===== src/design/dpcv_pkg.sv =====
// Package for the DER primitive content validator.
// Holds tag codes, status codes and character-class helper functions.
package dpcv_pkg;

  localparam logic [4:0] TAG_BOOLEAN    = 5'd1;
  localparam logic [4:0] TAG_INTEGER    = 5'd2;
  localparam logic [4:0] TAG_BIT_STRING = 5'd3;
  localparam logic [4:0] TAG_OCTET      = 5'd4;
  localparam logic [4:0] TAG_NULL       = 5'd5;
  localparam logic [4:0] TAG_OID        = 5'd6;
  localparam logic [4:0] TAG_REAL       = 5'd9;
  localparam logic [4:0] TAG_ENUM       = 5'd10;
  localparam logic [4:0] TAG_UTF8       = 5'd12;
  localparam logic [4:0] TAG_REL_OID    = 5'd13;
  localparam logic [4:0] TAG_NUMERIC    = 5'd18;
  localparam logic [4:0] TAG_PRINTABLE  = 5'd19;
  localparam logic [4:0] TAG_IA5        = 5'd22;
  localparam logic [4:0] TAG_UTC_TIME   = 5'd23;
  localparam logic [4:0] TAG_GEN_TIME   = 5'd24;
  localparam logic [4:0] TAG_VISIBLE    = 5'd26;
  localparam logic [4:0] TAG_UNIVERSAL  = 5'd28;
  localparam logic [4:0] TAG_BMP        = 5'd30;

  localparam logic [1:0] STATUS_OK          = 2'd0;
  localparam logic [1:0] STATUS_INVALID     = 2'd1;
  localparam logic [1:0] STATUS_UNSUPPORTED = 2'd2;

  localparam logic [1:0] TPH_MAIN = 2'd0;
  localparam logic [1:0] TPH_FRAC = 2'd1;
  localparam logic [1:0] TPH_DONE = 2'd2;

  // Running per-element state shared between the checker and the top level.
  typedef struct packed {
    logic        error_seen;
    logic [7:0]  lead_byte;
    logic [7:0]  prior_byte;
    logic        in_cont;
    logic [2:0]  u8_need;
    logic [2:0]  u8_seen;
    logic [20:0] u8_point;
    logic [23:0] unit_acc;
    logic [1:0]  time_phase;
    logic [1:0]  unit_phase;
  } elem_state_t;

  function automatic logic is_dig(input logic [7:0] c);
    is_dig = (c >= 8'h30) && (c <= 8'h39);
  endfunction

  function automatic logic is_printable(input logic [7:0] c);
    logic r;
    r = (c >= 8'h41 && c <= 8'h5A) || (c >= 8'h61 && c <= 8'h7A) || is_dig(c);
    r = r || c == 8'h20 || c == 8'h27 || c == 8'h28 || c == 8'h29 || c == 8'h2B
          || c == 8'h2C || c == 8'h2D || c == 8'h2E || c == 8'h2F || c == 8'h3A
          || c == 8'h3D || c == 8'h3F;
    is_printable = r;
  endfunction

  // Two ASCII digits as a value; only meaningful when both are digits.
  function automatic logic [6:0] pair_val(input logic [7:0] hi, input logic [7:0] lo);
    logic [3:0] h;
    logic [3:0] l;
    h = hi[3:0];
    l = lo[3:0];
    pair_val = 7'({h, 3'b000}) + 7'({h, 1'b0}) + 7'(l);
  endfunction

  // Field selector: 0 month, 1 day, 2 hour, otherwise minute or second.
  function automatic logic pair_bad(input logic [2:0] which, input logic [7:0] hi,
                                    input logic [7:0] lo);
    logic [6:0] v;
    logic r;
    v = pair_val(hi, lo);
    if (!is_dig(hi) || !is_dig(lo)) begin
      r = 1'b1;
    end else begin
      unique case (which)
        3'd0: r = (v < 7'd1) || (v > 7'd12);
        3'd1: r = (v < 7'd1) || (v > 7'd31);
        3'd2: r = v > 7'd23;
        default: r = v > 7'd59;
      endcase
    end
    pair_bad = r;
  endfunction

  function automatic logic tag_supported(input logic [4:0] t);
    tag_supported = t == TAG_BOOLEAN || t == TAG_INTEGER || t == TAG_BIT_STRING
      || t == TAG_OCTET || t == TAG_NULL || t == TAG_OID || t == TAG_REAL
      || t == TAG_ENUM || t == TAG_UTF8 || t == TAG_REL_OID || t == TAG_NUMERIC
      || t == TAG_PRINTABLE || t == TAG_IA5 || t == TAG_UTC_TIME
      || t == TAG_GEN_TIME || t == TAG_VISIBLE || t == TAG_UNIVERSAL || t == TAG_BMP;
  endfunction

  function automatic logic empty_bad(input logic [4:0] t);
    empty_bad = t == TAG_BOOLEAN || t == TAG_INTEGER || t == TAG_BIT_STRING
      || t == TAG_OID || t == TAG_ENUM || t == TAG_REL_OID || t == TAG_UTC_TIME
      || t == TAG_GEN_TIME;
  endfunction

endpackage


===== src/design/dpcv_byte_check.sv =====
// Per-byte canonical-form checker for the DER primitive content validator.
// Pure combinational logic; depends on dpcv_pkg.
module dpcv_byte_check import dpcv_pkg::*; #(
  parameter int INDEX_BITS = 16
) (
  input  logic [4:0]            tag_number,
  input  logic [7:0]            data_byte,
  input  logic                  last_byte,
  input  logic [INDEX_BITS-1:0] byte_index,
  input  elem_state_t           st,
  output logic                  bad,
  output elem_state_t           st_nxt
);

  // Positions only matter below 32; larger saturated indexes read as "large".
  logic       idx_big;
  logic [4:0] idx;
  logic [7:0] b;
  logic [7:0] f;
  logic [2:0] mlen;
  logic [31:0] cp;
  logic [20:0] u8p;
  logic [2:0]  u8s;
  logic [2:0]  mant;
  logic [7:0]  mask;

  assign b = data_byte;
  assign idx_big = (byte_index >> 5) != '0;
  assign idx = byte_index[4:0];

  always_comb begin
    st_nxt = st;
    bad    = 1'b0;
    f      = (byte_index == '0) ? b : st.lead_byte;
    mlen   = 3'd2 + {1'b0, f[1:0]};
    cp     = '0;
    u8p    = '0;
    u8s    = '0;
    mant   = '0;
    mask   = '0;
    unique case (tag_number)
      TAG_BOOLEAN: bad = (byte_index != '0) || (b != 8'h00 && b != 8'hFF);
      TAG_INTEGER, TAG_ENUM: begin
        if (!idx_big && idx == 5'd1)
          bad = (st.lead_byte == 8'h00 && !b[7]) || (st.lead_byte == 8'hFF && b[7]);
      end
      TAG_BIT_STRING: begin
        mant = st.lead_byte[2:0];
        mask = 8'((9'd1 << mant) - 9'd1);
        if (byte_index == '0) bad = (b > 8'd7) || (last_byte && b != 8'h00);
        else if (last_byte) bad = (b & mask) != 8'h00;
      end
      TAG_NULL: bad = 1'b1;
      TAG_OID, TAG_REL_OID: begin
        bad = !st.in_cont && b == 8'h80;
        st_nxt.in_cont = b[7];
        if (last_byte && b[7]) bad = 1'b1;
      end
      TAG_REAL: begin
        if (!f[7]) begin
          if (byte_index != '0) bad = 1'b1;
          else bad = !f[6] || f > 8'h43 || !last_byte;
        end else if (f[5:4] != 2'b00 || f[3:2] != 2'b00 || f[1:0] == 2'b11) begin
          bad = 1'b1;
        end else begin
          if (!idx_big && idx == 5'd2 && mlen > 3'd2)
            bad = (st.prior_byte == 8'h00 && !b[7]) || (st.prior_byte == 8'hFF && b[7]);
          if (!idx_big && idx == 5'({2'b00, mlen} + 5'd1) && st.prior_byte == 8'h00)
            bad = 1'b1;
          if (last_byte && ((!idx_big && idx < 5'(mlen)) || !b[0])) bad = 1'b1;
        end
      end
      TAG_UTF8: begin
        if (st.u8_need == 3'd0) begin
          if (!b[7]) begin
            bad = 1'b0;
          end else if (b[7:5] == 3'b110) begin
            st_nxt.u8_point = 21'(b[4:0]);
            st_nxt.u8_need = 3'd2;
            st_nxt.u8_seen = 3'd1;
          end else if (b[7:4] == 4'b1110) begin
            st_nxt.u8_point = 21'(b[3:0]);
            st_nxt.u8_need = 3'd3;
            st_nxt.u8_seen = 3'd1;
          end else if (b[7:3] == 5'b11110) begin
            st_nxt.u8_point = 21'(b[2:0]);
            st_nxt.u8_need = 3'd4;
            st_nxt.u8_seen = 3'd1;
          end else begin
            bad = 1'b1;
          end
        end else if (b[7:6] != 2'b10) begin
          bad = 1'b1;
        end else begin
          u8p = {st.u8_point[14:0], b[5:0]};
          u8s = st.u8_seen + 3'd1;
          st_nxt.u8_point = u8p;
          st_nxt.u8_seen = u8s;
          if (u8s >= st.u8_need) begin
            st_nxt.u8_need = 3'd0;
            st_nxt.u8_seen = 3'd0;
            st_nxt.u8_point = '0;
            cp = 32'(u8p);
            bad = (st.u8_need == 3'd2 && cp < 32'h80)
               || (st.u8_need == 3'd3 && cp < 32'h800)
               || (st.u8_need == 3'd4 && cp < 32'h10000)
               || cp > 32'h10FFFF || (cp >= 32'hD800 && cp <= 32'hDFFF);
          end
        end
        if (last_byte && st_nxt.u8_need != 3'd0) bad = 1'b1;
      end
      TAG_NUMERIC:   bad = !(is_dig(b) || b == 8'h20);
      TAG_PRINTABLE: bad = !is_printable(b);
      TAG_IA5:       bad = b > 8'h7F;
      TAG_VISIBLE:   bad = b < 8'h20 || b > 8'h7E;
      TAG_UTC_TIME: begin
        if (!idx_big && idx < 5'd12) begin
          bad = !is_dig(b);
          if (!bad && idx >= 5'd3 && idx[0])
            bad = pair_bad(3'((idx - 5'd3) >> 1), st.prior_byte, b);
        end else if (!idx_big && idx == 5'd12) begin
          bad = b != 8'h5A;
        end else begin
          bad = 1'b1;
        end
        if (last_byte && (idx_big || idx != 5'd12)) bad = 1'b1;
      end
      TAG_GEN_TIME: begin
        if (!idx_big && idx < 5'd14) begin
          bad = !is_dig(b);
          if (!bad && idx >= 5'd5 && idx[0])
            bad = pair_bad(3'((idx - 5'd5) >> 1), st.prior_byte, b);
        end else if (st.time_phase == TPH_MAIN) begin
          if (b == 8'h2E) st_nxt.time_phase = TPH_FRAC;
          else if (b == 8'h5A) st_nxt.time_phase = TPH_DONE;
          else bad = 1'b1;
        end else if (st.time_phase == TPH_FRAC) begin
          if (b == 8'h5A) begin
            bad = st.prior_byte == 8'h2E || st.prior_byte == 8'h30;
            st_nxt.time_phase = TPH_DONE;
          end else begin
            bad = !is_dig(b);
          end
        end else begin
          bad = 1'b1;
        end
        if (last_byte && ((!idx_big && idx < 5'd14) || st_nxt.time_phase != TPH_DONE))
          bad = 1'b1;
      end
      TAG_UNIVERSAL: begin
        bad = (st.unit_phase == 2'd0) && (b != 8'h00);
        if (st.unit_phase == 2'd3) begin
          cp = {st.unit_acc, b};
          bad = bad || cp > 32'h10FFFF || (cp >= 32'hD800 && cp <= 32'hDFFF);
          st_nxt.unit_acc = '0;
        end else begin
          st_nxt.unit_acc = {st.unit_acc[15:0], b};
        end
        st_nxt.unit_phase = st.unit_phase + 2'd1;
        if (last_byte && st_nxt.unit_phase != 2'd0) bad = 1'b1;
      end
      TAG_BMP: begin
        if (st.unit_phase[0]) begin
          cp = 32'({st.prior_byte, b});
          bad = cp >= 32'hD800 && cp <= 32'hDFFF;
        end
        st_nxt.unit_phase = {1'b0, ~st.unit_phase[0]};
        if (last_byte && st_nxt.unit_phase != 2'd0) bad = 1'b1;
      end
      default: bad = 1'b0;
    endcase
    if (bad) st_nxt.error_seen = 1'b1;
    if (byte_index == '0) st_nxt.lead_byte = b;
    st_nxt.prior_byte = b;
  end

endmodule


===== src/design/der_primitive_content_validator.sv =====
// Top level of the DER primitive content validator.
// Input register, per-byte checker (dpcv_byte_check) and result register; uses dpcv_pkg.
//
//   Port group | Direction | Carries
//   in_*       | input     | tag_number, data_byte, last_byte, empty_element
//   out_*      | output    | status (one result per element)
//
// A byte is checked combinationally in the input register, and its out_ verdict is
// registered as its last byte leaves; one byte is taken per cycle while in_stall is low.
// The rate is set by the single element-state register that each byte updates.
// rst_n is synchronous and clears all element state and both valid flags.
// A stall on out_ holds the result; in_stall rises only when the input register holds
// an element's last request while a stalled result still waits in the output register.
module der_primitive_content_validator import dpcv_pkg::*; #(
  parameter int INDEX_BITS = 16
) (
  input  logic       clk,
  input  logic       rst_n,
  input  logic       in_valid,
  output logic       in_stall,
  input  logic [4:0] in_tag_number,
  input  logic [7:0] in_data_byte,
  input  logic       in_last_byte,
  input  logic       in_empty_element,
  output logic       out_valid,
  input  logic       out_stall,
  output logic [1:0] out_status
);

  logic                  q_valid_r;
  logic [4:0]            q_tag_r;
  logic [7:0]            q_byte_r;
  logic                  q_last_r;
  logic                  q_empty_r;
  logic                  out_valid_r;
  logic [1:0]            out_status_r;
  logic [INDEX_BITS-1:0] idx_r;
  logic [INDEX_BITS-1:0] idx_nxt;
  elem_state_t           st_r;
  elem_state_t           st_nxt;
  elem_state_t           chk_st;
  logic                  chk_bad;
  logic                  q_fire;
  logic                  q_ends;
  logic                  q_block;
  logic                  in_fire;
  logic [1:0]            status_nxt;

  dpcv_byte_check #(.INDEX_BITS(INDEX_BITS)) u_check (
    .tag_number(q_tag_r),
    .data_byte (q_byte_r),
    .last_byte (q_last_r),
    .byte_index(idx_r),
    .st        (st_r),
    .bad       (chk_bad),
    .st_nxt    (chk_st)
  );

  // A request that ends an element needs the result register free.
  assign q_ends  = q_last_r || q_empty_r;
  assign q_block = q_valid_r && q_ends && out_valid_r && out_stall;
  assign q_fire  = q_valid_r && !q_block;
  assign in_stall = q_block;
  assign in_fire  = in_valid && !in_stall;

  always_comb begin
    st_nxt  = chk_st;
    idx_nxt = (idx_r == '1) ? idx_r : idx_r + 1'b1;
    if (!tag_supported(q_tag_r)) status_nxt = STATUS_UNSUPPORTED;
    else if (q_empty_r) status_nxt = empty_bad(q_tag_r) ? STATUS_INVALID : STATUS_OK;
    else status_nxt = (chk_st.error_seen) ? STATUS_INVALID : STATUS_OK;
    if (q_ends) begin
      st_nxt  = '0;
      idx_nxt = '0;
    end
  end

  always_ff @(posedge clk) begin
    if (!rst_n) begin
      q_valid_r   <= 1'b0;
      out_valid_r <= 1'b0;
      st_r        <= '0;
      idx_r       <= '0;
    end else begin
      if (in_fire) q_valid_r <= 1'b1;
      else if (q_fire) q_valid_r <= 1'b0;
      if (q_fire) begin
        st_r  <= st_nxt;
        idx_r <= idx_nxt;
      end
      if (q_fire && q_ends) out_valid_r <= 1'b1;
      else if (!out_stall) out_valid_r <= 1'b0;
    end
  end

  always_ff @(posedge clk) begin
    if (in_fire) begin
      q_tag_r   <= in_tag_number;
      q_byte_r  <= in_data_byte;
      q_last_r  <= in_last_byte;
      q_empty_r <= in_empty_element;
    end
    if (q_fire && q_ends) out_status_r <= status_nxt;
  end

  assign out_valid  = out_valid_r;
  assign out_status = out_status_r;

`ifndef SYNTHESIS
  a_no_bad_status: assert property (@(posedge clk) disable iff (!rst_n)
    out_valid |-> out_status != 2'd3) else $error("status code out of range");
  a_stall_only_full: assert property (@(posedge clk) disable iff (!rst_n)
    in_stall |-> (q_valid_r && out_valid_r)) else $error("stall without full stages");
  a_state_cleared: assert property (@(posedge clk) disable iff (!rst_n)
    (q_fire && q_ends) |=> (idx_r == '0 && st_r == '0)) else $error("element state kept");
  a_result_follows: assert property (@(posedge clk) disable iff (!rst_n)
    (q_fire && q_ends) |=> out_valid) else $error("result lost");
`endif

endmodule

===== config.mk =====
export PLATFORM = sky130hd
export DESIGN_NAME = der_primitive_content_validator
export DESIGN_NICKNAME = d
export VERILOG_FILES = /design/src/design/dpcv_pkg.sv /design/src/design/dpcv_byte_check.sv /design/src/design/der_primitive_content_validator.sv
export SDC_FILE = /design/constraint.sdc
export NUM_CORES = 1
export LEC_CHECK = 0
export ABC_AREA = 1
export BUFFER_PORTS_ARGS = -buffer_cell sky130_fd_sc_hd__buf_2
export CAP_MARGIN = 20
export CORE_MARGIN = 1.5
export CORE_UTILIZATION = 30
export DETAILED_ROUTE_END_ITERATION = 12
export PLACE_DENSITY = 0.5
export SYNTH_ARGS = -nofsm -noshare
export SYNTH_HDL_FRONTEND = slang
export SYNTH_SLANG_ARGS = --single-unit

===== constraint.sdc =====
create_clock -name clk -period 4.2 [get_ports clk]
set_input_delay 0.84 -clock clk [delete_from_list [all_inputs] [get_ports clk]]
set_output_delay 0.84 -clock clk [all_outputs]
set_load 0.01 [all_outputs]

======== Yosys cells after proc, flatten, opt, wreduce, memory -nomap -nowiden ========
Cells that the tools add are included.
storage, ports and cells
  output and inout port bits .............. 4
  input bits .............................. 19
  word-level logic and storage cells ...... 348
  register bits ........................... 102
operators by class
  shift operators ......................... 1
  equal/unequal tests ..................... 64
  reduce and logical (&&, ||, !) cells .... 146
  $add $sub $neg .......................... 10
  mux-type cells .......................... 71
  bitwise operators ....................... 2
  $lt $le $gt $ge ......................... 36
operator list
  kind                                                                                   count
  27-bit 2-to-1 mux                                                                      9
  8-bit by 6-bit equality test with 1-bit output, second input constant                  14
  73-bit 2-to-1 mux                                                                      1
  1-bit logical OR                                                                       60
  24-bit 2-to-1 mux                                                                      2
  5-bit equality test, second input constant                                             9
  1-bit 2-to-1 mux                                                                       45
  1-bit logical AND                                                                      44
  32-bit by 16-bit greater-or-equal comparator with 1-bit output, second input constant  1
  32-bit by 21-bit greater-than comparator with 1-bit output, second input constant      1
  32-bit by 16-bit <= comparator with 1-bit output, second input constant                1
  16-bit 2-to-1 mux                                                                      2
  16-bit nonzero test                                                                    2
  5-bit by 4-bit equality test with 1-bit output, second input constant                  5
  8-bit equality test, second input constant                                             3
  8-bit by 7-bit greater-than comparator with 1-bit output, second input constant        3
  21-bit by 16-bit greater-or-equal comparator with 1-bit output, second input constant  1
  21-bit greater-than comparator, second input constant                                  1
  21-bit by 16-bit <= comparator with 1-bit output, second input constant                1
  21-bit by 12-bit less-than comparator with 1-bit output, second input constant         1
  21-bit by 17-bit less-than comparator with 1-bit output, second input constant         1
  21-bit by 8-bit less-than comparator with 1-bit output, second input constant          1
  16-bit by 1-bit adder with 16-bit output, second input constant                        1
  16-bit equality test, second input constant                                            1
  other kinds (65)                                                                       120

======== Longest topological paths before layout ========
Gate-level depths: netlist of run 1.
  depth after elaboration ................. 21
  mapped depth ............................ 25
  mapped depth without buffers ............ 23

======== Hierarchy ========
From an unflattened synthesis of run 1, not the netlist that was laid out.
unflattened totals
  cell total of the unflattened synthesis .. 1,217
  area total of the unflattened synthesis .. 7,693.6 µm²
modules (own cells, without submodules)
  module                           times used  sequential area each (µm²)  cells each  area an instance (µm²)
  der_primitive_content_validator  1           2,332.2                     528         4,286.6
  dpcv_byte_check                  1           0.0                         689         3,407.0

======== Worst setup path after synthesis of run 1 ========
Ideal clock, no wire load.
  path kind ............................... register -> register
  start ................................... register idx_r[1]
  end ..................................... register out_status_r[0] (netlist: out_status[0]) (data pin)
  data required time ...................... 3.948 ns
  period minus slack after synthesis ...... 3.076 ns
  path buffers ............................ 2
  path slack .............................. 1.124 ns
  stages on the path, launching flop included .. 25
  arrival ................................. 2.824 ns
  library setup time ...................... 0.252 ns
  cells stage by stage .................... dfxtp_1 clkbuf_1 inv_1 ha_1 nand3_1 nor2_1 nand2_1 buf_2 o21ai_0 inv_1 ha_1 xnor2_1 nor2_1 nand3_1 nand2_1 nand2_1 nand3_1 nand2_1 nand2_1 nand2_1 nand2_1 nor2_1 nand3_1 nor2_1 nor2_1
on the way
  longest elaborated chain between the ends .. 15
  elaborated cells between the ends (all ways) .. 79
  classes of those cells .................. 4 x add/sub; 7 x order compare; 11 x eq/ne; 26 x mux; 31 x reduce/logical
RTL lines
  element                                         line                                          source
  start: declaration                              der_primitive_content_validator.sv:37         logic [INDEX_BITS-1:0] idx_r;
  start signal: assignment                        der_primitive_content_validator.sv:89         idx_r <= idx_nxt;
  16-bit zero test                                dpcv_byte_check.sv:34, dpcv_byte_check.sv:50
  8-bit 2-to-1 mux                                --
  2-bit by 2-bit adder with 3-bit output          dpcv_byte_check.sv:35                         mlen = 3'd2 + {1'b0, f[1:0]};
  3-bit by 1-bit adder with 4-bit output          dpcv_byte_check.sv:68                         if (!idx_big && idx == 5'({2'b00, mlen} + 5'd1) && st.prior_byte == 8'h00)
  5-bit by 4-bit equality test with 1-bit output  dpcv_byte_check.sv:68
  1-bit logical AND (2 in a row)                  dpcv_byte_check.sv:68
  1-bit 2-to-1 mux                                dpcv_byte_check.sv:68
  1-bit 2-to-1 mux                                dpcv_byte_check.sv:70                         if (last_byte && ((!idx_big && idx < 5'(mlen)) || !b[0])) bad = 1'b1;
  1-bit 2-to-1 mux                                dpcv_byte_check.sv:63                         end else if (f[5:4] != 2'b00 || f[3:2] != 2'b00 || f[1:0] == 2'b11) begin
  1-bit 2-to-1 mux                                dpcv_byte_check.sv:60                         if (!f[7]) begin
  1-bit one-hot mux with 15 select lines *        dpcv_byte_check.sv:41                         unique case (tag_number)
  1-bit 2-to-1 mux *                              dpcv_byte_check.sv:172                        if (bad) st_nxt.error_seen = 1'b1;
  1-bit 2-to-1 mux *                              der_primitive_content_validator.sv:71         else status_nxt = (chk_st.error_seen) ? STATUS_INVALID : STATUS_OK;
  1-bit 2-to-1 mux *                              der_primitive_content_validator.sv:70         else if (q_empty_r) status_nxt = empty_bad(q_tag_r) ? STATUS_INVALID : STATUS_OK;
  end signal: assignment                          der_primitive_content_validator.sv:103        if (q_fire && q_ends) out_status_r <= status_nxt;
  end: declaration                                der_primitive_content_validator.sv:36         logic [1:0] out_status_r;
Mark *: on every way between the ends. The rest lies on a longest branch, timed or not. The select of a mux whose other input is x is not followed.
A chain may end at the register's enable or synchronous reset.

======== Worst setup path after layout of run 1 ========
  start ................................... register idx_r[0]
  end ..................................... register out_status_r[0] (netlist: out_status[0]) (data pin)
The elaborated chain is that of the path after synthesis.

==> results.md, run 1 <==
* Status: finished, final reports clean
* Pre-antenna DRT Iters at 5
* Largest net degree at the start of global routing at 43
* Hpwl dp at roughly 13,000 um
* Number of diodes at 0
* Largest family of logic cells by synthesized area: simple AND/OR/NAND/NOR gates
* Fin area at 7050 um^2
* Initial antenna violation count at 0
* Post-CTS Setup Repair Bufs at 0
* Die area at 22,100 um^2
* Critical path fanouts, max at 12
* Pwr dens at 306 nW/um^2
* Vias in the first global route at 5,839
* Post-DRT Antenna Nets at 0
* Starting Density at 0.304
* CP peak stage delay at 0.53 ns
* Post-synthesis adder-cell area fraction at 0.0495
* H-tree depth at 3
* Post-synthesis compound-gate area fraction at 0.129
* First-pass GRT wire length at roughly 30,000 um
* Post-place instance area at 6740 um^2
* Register area share after synthesis at 0.347
* Die X at 149 um
* Number of synthesized flops with an enable pin at 17
* Multi-input gate area at 3590 um^2
* Slew @ Worst Pin at 0.835 ns
* Die H at 149 um
* # fillers at 2,334
* Async SR Flop Fraction at 0
* Crit path cell chain: inv_1, ha_1, nand3_1, nor2_1, nand2_1, o21ai_0, inv_1, ha_1, xnor2_1, nor2_1, nand3_1, nand2_1, nand2_1, nand3_1, nand2_1, nand2_1, nand2_1, nand2_1, nor2_1, nand3_1, nor2_1, nor2_1
* CTS clk-pin slew, worst paths at 0.08 ns
* Post-cts repair resize count at 0
* Setup-failing EPs final at 0
* Insertion delay of the later-clocked pin in the worst-skew pair at 0.36 ns
* WL final at 18,300 um
* Post-synth top area share at 0.267
* Vias per cell at 4.85
* Sink Count at 102
* Worst EP arrival at 3.82 ns
* Worst path most repeated cell: nand2_1
* CTS Buf Count at 9
* Final #Nets at between 1k and 1.5k
* WL/cell at 14.4 um
* Core area at 21,000 um^2
* Post-synthesis mux area share at 0
* CP Capture Type: register
* CP top delay family: simple AND/OR/NAND/NOR gates
* Top cell type by total area after synthesis: dfxtp_1
* Max frequency at roughly 270 MHz
* XOR/XNOR share of the synthesized area at 0.00687
* Clock Skews at 0.0112 ns
* Total negative slack at 0 ns
* CTS max path bufs at 2
* Crit-path slowest cell: o21ai_0
* Crit Path Category: register to register
* TritonCTS clock tree: yes
* Hold-fix buffers, CTS at 0
* Top cells by area, synth: dfxtp_1 (27%), nand2_1 (16%), edfxtp_1 (8.0%)
* Syn avg cell area at 6.49 um^2
* Slew headroom at 0.442
* Initial DRC count at 463
* Crit share post-route at 0.880
* Critical Path Source Type: register
* Mapped Cells at 982
* Leakage at 2.94 nW
* Final min period at 3.70 ns
* Worst Hold Class: register to register
* Routed via count at 6,177
* Final hold viol count at 0
* Root Buffer: clkbuf_16
* Placement Rows at 53
* Io pins at 23
* Simple-Gate Fraction of Synth Area at 0.378
* Max_cap viols at 0
* Max VDD drop at 0.000226 V
* I/O Buffers at 22
* Layout Area Growth over Synthesis at 10.5%
* Post-synthesis cell type count at 46
* Grt ovf at 0
* Post-Syn Area at roughly 6400 um^2
* Syn_nets at 1,025
* Synth Flop Type: dfxtp_1
* Placer Congestion at between 0.9 and 1
* Buf/Inv on CP at 2
* Post-synthesis register bit count at about 100
* Max Slew Vio Count at 0
* Reg area at 2210 um^2
* Post-route DRC at 0
* Share of cells above drive strength 1 at 0.0701
* Crit path required time at roughly 4.3 ns
* RSZ-0062 raised after global routing: false
* Total track usage at 0.171
* Warnings, synthesis at 0
[kinds of logic (layout without fill, tap and decap cells)]
group                    Yosys count  count (layout)
AO/OA/AOI/OAI                    147             147
XOR/XNOR                           5               5
adder cells (fa/ha/maj)           24              24
buffers and inverters            144             160
flip-flops                       102             102
AND/OR/NAND/NOR                  560             560
[Yosys cell counts (all sizes together), types with 2 or more instances]
library cell    n
clkbuf         18
o21ai          35
dfxtp          85
a21oi          84
a32oi           3
inv           111
fa              2
nand2         278
buf            13
edfxtp         17
nand3          93
ha             22
or2             7
a31o            2
xor2            4
a31oi           3
nor3           24
nor3b           2
clkinv          2
nand3b          3
nor4            3
nor2          136
a22oi           3
nand4          12
a211oi          8
o211ai          2
and3            2
[final timing paths]
path            start            end  slack, ns  cells past startpoint
max          idx_r[0]  out_status[0]       0.50                     22
min          st_r[55]       st_r[55]       0.45                      2
max reg2reg  idx_r[0]  out_status[0]       0.50                     22
min reg2reg  st_r[55]       st_r[55]       0.45                      2
[worst min-delay path: cells and delay by family (launching register included)]
family | cells | cell delay [ns]
flip-flops | 1 | 0.31
buffers and inverters | 1 | 0.05
AO/OA/AOI/OAI | 1 | 0.05
[power by group]
group          leakage, nW  switching, mW  total, mW  internal, mW
clock network        0.148          0.423      0.858         0.435
registers            0.852         0.0330       1.05          1.01
logic                 1.94          0.172      0.251        0.0781
[flip-flops by register name, indices dropped and copies added, names as in the netlist]
signal      count
st_r           67
out_status      2
q_empty_r       1
idx_r          16
q_tag_r         5
q_byte_r        8
out_valid       1
q_valid_r       1
q_last_r        1
[area by class of cell]
type | count | area share
flip-flops and latches | 102 | 0.314
inverters | 113 | 0.0602
clock inverters | 6 | 0.00888
well taps | 275 | 0.0488
clock buffers | 10 | 0.0339
repair buffers | 31 | 0.0252
multi-input cells | 736 | 0.509
[per-layer routing]
layer / wire length (um) / global-route usage / vias to the layer above
met5: 0 / 0 / -
met4: 363 / 0.0559 / 0
met3: 632 / 0.0281 / 23
met2: 7830 / 0.263 / 123
met1: 9460 / 0.243 / 2799
li1: - / - / 3232
[cells in the final DEF, fill, tap and decap left out, types with 3 or more instances in the layout]
cell type,count
o21ai_0,33
nor4_1,3
a31oi_1,3
inv_1,107
buf_4,9
nand3b_1,3
nor2_1,129
xor2_1,4
a21oi_1,84
nand2_1,278
ha_1,22
edfxtp_1,17
buf_2,22
a32oi_1,3
nand4_1,12
a22oi_1,3
a211oi_1,8
nor2_4,4
nand3_1,93
clkbuf_16,9
or2_2,7
nor3_1,21
inv_2,4
dfxtp_1,85
[per-stage QoR]
| stage | total power [mW] | hold WS (ns) | worst slack [ns] | std cells | utilization |
|---|---|---|---|---|---|
| 3_5_place_dp | 1.32 | 0.437 | 0.532 | 1257 | 0.322 |
| 6_report | 2.16 | 0.451 | 0.503 | 1273 | 0.336 |
| 3_3_place_gp | 1.32 | 0.436 | 0.748 | 1257 | 0.322 |
| 5_1_grt | 2.25 | 0.467 | 0.126 | 1273 | 0.336 |
| 2_1_floorplan | 1.24 | 0.423 | 1.12 | 982 | - |
| 4_1_cts | 2.18 | 0.452 | 0.520 | 1273 | 0.336 |
Power figures use the tool's default switching activity.
==> run 2: changes to the inputs <==
--- a/config.mk
+++ b/config.mk
@@ -11,7 +11,8 @@
 export CORE_MARGIN = 1.5
 export CORE_UTILIZATION = 30
 export DETAILED_ROUTE_END_ITERATION = 12
-export PLACE_DENSITY = 0.5
+export PLACE_DENSITY = 0.49
 export SYNTH_ARGS = -nofsm -noshare
 export SYNTH_HDL_FRONTEND = slang
+export SYNTH_HIERARCHICAL = 1
 export SYNTH_SLANG_ARGS = --single-unit
==> run 2 against run 1 <==
Against the previous run:
- critical path type unchanged
- setup slack better by 0.41 ns
- via count up 17%
- highest routed layer unchanged
- clock skew up 0.0042 ns
- total power down 3.1%
==> results.md, run 2 <==
* WL/cell at 14.1 um
* Post-cts repair resize count at 0
* WL final at 21,100 um
* Vias per cell at 4.82
* Commonest cells after routing, fill and taps aside: nand2_1 (358), inv_1 (124), nor2_1 (118)
* Worst EP arrival at 3.40 ns
* Status: finished, final reports clean
* Internal power at 1.48 mW
* Total track usage at 0.167
* Max Slew Vio Count at 0
* Buf/Inv on CP at 2
* Critical path fanouts, max at 9
* Crit share post-route at 0.783
* Routed via count at 7,223
* Vias in the first global route at 6,830
* CP peak stage delay at 0.55 ns
* Insertion delay of the later-clocked pin in the worst-skew pair at 0.36 ns
* Reg with most FFs: st_r
* I/O Buffers at 22
* Total negative slack at 0 ns
* Pwr dens at 263 nW/um^2
* Final #Nets at 1,213
* Number of diodes at 0
* Crit Path Category: register to register
* Hpwl dp at 15,000 um
* Flop pwr share at 0.500
* RSZ-0062 raised after global routing: false
* CP top delay family: simple AND/OR/NAND/NOR gates
* Share of cells above drive strength 1 at 0.0835
* Max frequency at 304 MHz
* Mapped Cells at 1,180
* CTS max path bufs at 2
* Crit-path slowest cell: fa_1
* Post-DRT Antenna Nets at 0
* TritonCTS clock tree: yes
* Placement Rows at 57
* Total power at 2.09 mW
* CTS Buf Count at 9
* Max_cap viols at 0
* Commonest non-fill, non-tap cell in the layout: nand2_1
* Placed cells at approximately 1.5k
* Post-route DRC at 0
* Initial antenna violation count at 0
* Fin cells at approximately 1.5k
* Post-CTS Setup Repair Bufs at 0
* Initial DRC count at 515
* Io pins at 23
* Die X at ~160 um
* CP Capture Type: register
* Pre-CTS setup slack at ~0.91 ns
* Combinational share of power at 0.107
* Pre-antenna DRT Iters at 7
* Starting Density at 0.306
* Biggest regs: st_r x67, idx_r x16, q_byte_r x8
* Sink Count at 102
* Die area at ~26,000 um^2
* Crit path cell chain: inv_2, fa_1, inv_1, fa_1, nand3_1, nand3_1, nand2_1, nand2_1, nor2_1, nor2_1, nor2_1, nand2_1, nand2_1, nand2_1, nand2_1, nand2_1, nand2_1, nand4_1, nor2_1, a21oi_1
* Layout Area Growth over Synthesis at 6.83%
* Max reg flops at 67
* Die H at 160 um
* Reg area at 2210 um^2
* Clock Skews at 0.0154 ns
* Syn_nets at 1,224
* Hold-fix buffers, CTS at 0
* Final hold viol count at 0
* Placer Congestion at 0.898
* Worst path most repeated cell: nand2_1
* Fin util at 0.327
* Worst Hold Class: register to register
* Slew headroom at 0.384
* Slew @ Worst Pin at 0.924 ns
* Root Buffer: clkbuf_16
* Setup-failing EPs final at 0
* H-tree depth at 3
* Post-Syn Area at 7430 um^2
* Final WS setup at roughly 0.9 ns
* # fillers at 2,695
* Critical Path Source Type: register
* Multi-input gate area at 4330 um^2
* Max VDD drop at 0.000165 V
* Final min period at 3.29 ns
* Crit path required time at 4.32 ns
* Syn avg cell area at 6.30 um^2
* Power share of the clock group at 0.394
* CTS clk-pin slew, worst paths at around 0.080 ns
* Core area at approximately 24,000 um^2
* Sw Share at 0.290
* Leakage at 3.13 nW
* Warnings, synthesis at 6
* First-pass GRT wire length at 34,700 um
* Largest net degree at the start of global routing at 71
* Sw power at 606 uW
* Grt ovf at 0
## run 2: changes by cell type in the layout (fill, tap and decap cells not counted), sizes merged, moves of 3 or more
cell    previous run  this run
nand4             12        23
or2                7         1
nand2            278       367
a32oi              3         0
nand3b             3         7
nor3              24        16
a211oi             8         0
o21ai             35        68
inv              114       143
a21oi             84       102
o22ai              1        14
xor2               4         7
o221ai             0         3
## run 2: layer usage
layer	vias to the layer above	share of wire	global-route usage
met5	-	0	0
met2	126	0.43	0.258
met4	0	0.016	0.0493
met1	3273	0.51	0.238
met3	21	0.040	0.0256
li1	3803	-	-
## run 2: power by group through the flow
stage	sequential (mW)	combinational, mW	clock, mW
floorplan	1.05	0.185	0
global placement	1.07	0.225	0
detailed placement	1.07	0.222	0
CTS	1.04	0.223	0.863
global route	1.05	0.251	0.894
finish	1.04	0.223	0.822
## run 2: path summary, 6_finish.rpt
path	startpoint	end	slack, ns	cells past startpoint
min reg2reg	st_r[20]	st_r[20]	0.46	2
max reg2reg	q_byte_r[3]	out_status[0]	0.91	20
max	q_byte_r[3]	out_status[0]	0.91	20
min	st_r[20]	st_r[20]	0.46	2
## run 2: metrics by stage
| stage | hold WS (ns) | instance area, um^2 |
|---|---|---|
| 2_1_floorplan | 0.439 | 7430 |
| 3_3_place_gp | 0.448 | 7660 |
| 3_5_place_dp | 0.453 | 7660 |
| 4_1_cts | 0.465 | 7940 |
| 5_1_grt | 0.483 | 7940 |
| 6_report | 0.460 | 7940 |
## run 2: area by class of cell
type	instances	area share
multi-input combinational	883	0.546
sequential	102	0.279
tap	324	0.0510
clock inverter	7	0.00709
clock buffer	9	0.0284
inverter	144	0.0687
timing repair buffer	29	0.0205
## run 2: tightest hold or removal path: cells and delay by family, from the launching register on
kind,cells,cell delay (ns)
AO/OA/AOI/OAI,1,0.05
AND/OR/NAND/NOR,1,0.06
flip-flops,1,0.31
